## src/rtl/core/ggd_pkg.sv

```systemverilog
// ggd_pkg: shared types, constants and helpers for the grid gradient block.
// Used by ggd_store, ggd_alu and grid_gradient_divergence.
package ggd_pkg;

	localparam int MAX_COLS = 64;
	localparam int MAX_ROWS = 64;
	localparam int COL_W    = $clog2(MAX_COLS);
	localparam int ROW_W    = $clog2(MAX_ROWS);
	localparam int ADDR_W   = ROW_W + COL_W;
	localparam int DIM_W    = 7;
	localparam int SAMPLE_W = 32;
	localparam int OUT_W    = 48;
	localparam int ACC_W    = 44;
	localparam int PROD_W   = 52;
	localparam int IDX_W    = 2;

	localparam logic [IDX_W-1:0] REG_COLS = 2'd0;
	localparam logic [IDX_W-1:0] REG_ROWS = 2'd1;

	localparam logic ACT_WRITE = 1'b0;
	localparam logic ACT_READ  = 1'b1;

	typedef struct packed {
		logic                       action;
		logic [5:0]                 row;
		logic [5:0]                 col;
		logic signed [SAMPLE_W-1:0] sample;
	} cmd_t;

	typedef struct packed {
		logic signed [OUT_W-1:0] grad_x;
		logic signed [OUT_W-1:0] grad_y;
		logic signed [OUT_W-1:0] divergence;
	} result_t;

	// two cells differenced by one gradient evaluation
	typedef struct packed {
		logic [ROW_W-1:0] a_r;
		logic [COL_W-1:0] a_c;
		logic [ROW_W-1:0] b_r;
		logic [COL_W-1:0] b_c;
		logic             half;
	} pair_t;

	function automatic logic [DIM_W-1:0] clamp_dim(input logic [DIM_W-1:0] v,
			input logic [DIM_W-1:0] hi);
		logic [DIM_W-1:0] res;
		res = v;
		if (v < DIM_W'(3)) res = DIM_W'(3);
		else if (v > hi) res = hi;
		return res;
	endfunction

	// one-sided at the edges, central inside
	function automatic pair_t grad_pair(input logic axis_y, input logic [ROW_W-1:0] r,
			input logic [COL_W-1:0] c, input logic [DIM_W-1:0] n);
		pair_t            p;
		logic [COL_W-1:0] pos;
		logic [COL_W-1:0] pa;
		logic [COL_W-1:0] pb;
		pos = axis_y ? c : c;
		if (axis_y) pos = COL_W'(r);
		p.half = 1'b0;
		if (pos == '0) begin
			pa = COL_W'(1);
			pb = '0;
		end else if ({1'b0, pos} == n - DIM_W'(1)) begin
			pa = pos;
			pb = pos - COL_W'(1);
		end else begin
			pa = pos + COL_W'(1);
			pb = pos - COL_W'(1);
			p.half = 1'b1;
		end
		if (axis_y) begin
			p.a_r = ROW_W'(pa);
			p.b_r = ROW_W'(pb);
			p.a_c = c;
			p.b_c = c;
		end else begin
			p.a_r = r;
			p.b_r = r;
			p.a_c = pa;
			p.b_c = pb;
		end
		return p;
	endfunction

	function automatic logic signed [OUT_W-1:0] sat48(input logic signed [PROD_W-1:0] v);
		logic signed [OUT_W-1:0] res;
		res = v[OUT_W-1:0];
		if (v > $signed({{(PROD_W-OUT_W){1'b0}}, 1'b0, {(OUT_W-1){1'b1}}}))
			res = {1'b0, {(OUT_W-1){1'b1}}};
		else if (v < $signed({{(PROD_W-OUT_W){1'b1}}, 1'b1, {(OUT_W-1){1'b0}}}))
			res = {1'b1, {(OUT_W-1){1'b0}}};
		return res;
	endfunction

endpackage

```

## src/rtl/core/ggd_alu.sv

```systemverilog
// ggd_alu: shared subtract-and-scale unit, product registered.
// Depends on ggd_pkg.
module ggd_alu import ggd_pkg::*; (
	input  logic                     clk,
	input  logic signed [ACC_W-1:0]  x,
	input  logic signed [ACC_W-1:0]  y,
	input  logic [DIM_W-1:0]         scale,
	output logic signed [PROD_W-1:0] prod_q
);

	logic signed [ACC_W:0]    diff;
	logic signed [PROD_W-1:0] diff_w;

	assign diff = {x[ACC_W-1], x} - {y[ACC_W-1], y};
	// widen before the multiply so the product keeps all its bits
	assign diff_w = PROD_W'(diff);

	always_ff @(posedge clk) begin
		prod_q <= diff_w * $signed({1'b0, scale});
	end

endmodule

```

## config.mk

```make
export PLATFORM = sky130hd
export DESIGN_NAME = ggd_alu
export DESIGN_NICKNAME = d
export VERILOG_FILES = /design/src/rtl/core/ggd_pkg.sv /design/src/rtl/core/ggd_alu.sv
export SDC_FILE = /design/constraint.sdc
export NUM_CORES = 1
export LEC_CHECK = 0
export BUFFER_PORTS_ARGS = -buffer_cell sky130_fd_sc_hd__buf_4
export CAP_MARGIN = 10
export CORE_AREA = 2 2 208 149
export CTS_CLUSTER_SIZE = 10
export DETAILED_ROUTE_END_ITERATION = 10
export DIE_AREA = 0 0 210 151
export PLACE_DENSITY = 0.69
export SKIP_LAST_GASP = 1
export SYNTH_ARGS = -nofsm -noshare
export SYNTH_HDL_FRONTEND = slang
export SYNTH_SLANG_ARGS = --single-unit
```

## constraint.sdc

```tcl
create_clock -name clk -period 19.2 [get_ports clk]
set_input_delay 5.76 -clock clk [delete_from_list [all_inputs] [get_ports clk]]
set_output_delay 5.76 -clock clk [all_outputs]
set_load 0.1 [all_outputs]
```

==> out/metrics.csv <==
metric,value,unit
final_core_util,0.571,
antenna_found_initial,0,
place_area,16800,um2
status,completed,
cts_tree,yes,
min_period,13.38,ns
synth_cells,1897,
period_share,0.697,
start_util,0.524,
rsz0062_at_grt,no,
hp-start,y[0],
fmax,0.0748,GHz
ys_warn_count,0,
crit_top_cell,fa_1,
synth_area,15500,um2
worstMarginPinSlew,1.07,ns
drt_iter0_markers,1057,
globalplace.congestion,0.951,
hp-class,input pin to register,
slew_headroom,0.283,
portBuffers,147,
synth_top_family_by_area,adder cells,
synth_edf_count,0,
htree_levels,2,
wl_per_cell,18.0,um
area_growth,8.96,%
end_kind,register,
clkTransAtPathRegs,0.08,ns
crit_fanout,8,
grt_overflow_total,0,
layout.cells.most_common,inv_1,
die_width,210,um
required,19.40,ns
grt_pass1_vias,13800,
ant_nets,0,
synth.distinct_cells,77,
synth_compound_area_frac,0.142,
syn-num-nets,2371,
clock-sinks,52,
fin_cells,2363,
ioPinCount,148,
hold_depth,3,
hold_violations,0,
synthAdderAreaFrac,0.416,
first_pass_iters,5,
clk_path_buf_depth,2,
post-route-drc-count,0,
syn_area_per_cell,8.18,um2
yosysSeqAreaShare,0.0671,
drv_cap,0,
nets,2451,
final_cell_mix,"inv_1 (333), fa_1 (230), and2_1 (205)",
design_area,16900,um2
tns,0,ns
cts_root_buf,clkbuf_16,
cts-resized-gates,0,
largest_register_ffs,52,
synth-seq-cells,52,
largest_register,prod_q,
synth_xor_xnor_area_share,0.0457,
grt_max_degree,44,
slowest_delay,0.61,ns
fill_cells,2715,
viasPerCell,5.73,
setup_violations,0,
cp.arrival,13.58,ns
post_cts_buffers,0,
track_usage,0.281,
finalWirelength,42500,um
reg_top3,prod_q (52),
num_rows,53,
postCtsHoldBufs,0,
crit_path_start,y[0],
synth-async-reset-ratio,0,
slowest_stage,a2111oi_2,
vias,13500,
placedCellCount,2355,
synthSimpleGateAreaFrac,0.215,
cts-buffers-inserted,5,
grt_pass1_wl,70000,um
hpwlAfterDp,34600,um
synth.area.mux_share,0.0103,
drv_slew,0,
ys.flop_type,dfxtp_1,
coreArea,29600,um2
die-area,31700,um2
worst_setup_path_start_kind,input pin,
diodes,0,
die_h,151,um
critPathKind,input pin to register,
drive_gt1_frac,0.0880,
-- cells by family (layout without fill, tap and decap cells) --
kind of cell | Yosys count | after routing
flops | 52 | 52
mux | 16 | 16
simple gates | 627 | 627
fa+ha+maj | 378 | 378
xor+xnor | 81 | 81
buf+inv | 414 | 495
compound gates | 329 | 329
-- metal layers --
metal	wire, um	vias up	track usage
met5	0	-	0
met4	1010	0	0.0826
met3	3290	68	0.0549
met2	19600	468	0.476
met1	18600	6679	0.368
li1	-	6316	-
-- path summary, 6_finish.rpt --
path and endpoint:
min prod_q[0], max prod_q[48]
-- Yosys cell counts, types with 17 or more instances --
| master | n | area share |
|---|---|---|
| a21o_1 | 45 | 0.022 |
| a21oi_1 | 102 | 0.033 |
| and2_1 | 205 | 0.083 |
| clkbuf_1 | 63 | 0.015 |
| dfxtp_1 | 52 | 0.067 |
| fa_1 | 230 | 0.30 |
| ha_1 | 148 | 0.12 |
| inv_1 | 333 | 0.081 |
| nand2_1 | 141 | 0.034 |
| nand2b_1 | 26 | 0.010 |
| nand3_1 | 23 | 0.0074 |
| nand4_1 | 31 | 0.012 |
| nor2_1 | 85 | 0.021 |
| nor3_1 | 42 | 0.014 |
| o21a_1 | 19 | 0.0092 |
| o21ai_0 | 34 | 0.011 |
| o21ai_1 | 17 | 0.0055 |
| o21bai_1 | 21 | 0.010 |
| xnor2_1 | 49 | 0.028 |
| xor2_1 | 32 | 0.018 |
-- cell type report --
class	instances	area (um2)	area share
Multi-Input combinational cell	1431	12900	0.760
Inverter	339	1270	0.0752
Timing Repair Buffer	148	1110	0.0657
Sequential cell	52	1040	0.0616
Tap cell	385	482	0.0285
Clock buffer	7	143	0.00843
Clock inverter	1	7.51	0.000444
-- worst max-delay path, delay by kind of cell --
kind | cells | cell delay (ns)
fa+ha+maj | 7 | 2.96
compound gates | 7 | 2.08
simple gates | 6 | 1.86
xor+xnor | 2 | 0.72
buf+inv | 3 | 0.20
-- through the flow --
step / hold WS (ns) / setup slack (ns)
floorplan: 5.99 / 6.85
global placement: 6.26 / 5.72
detailed placement: 6.25 / 5.69
CTS: 5.91 / 6.01
global route: 5.94 / 5.60
finish: 5.92 / 5.82
Power is left out: the tool's default activity adds up to more than one toggle a clock period on the data nets, which glitch-free logic cannot reach.
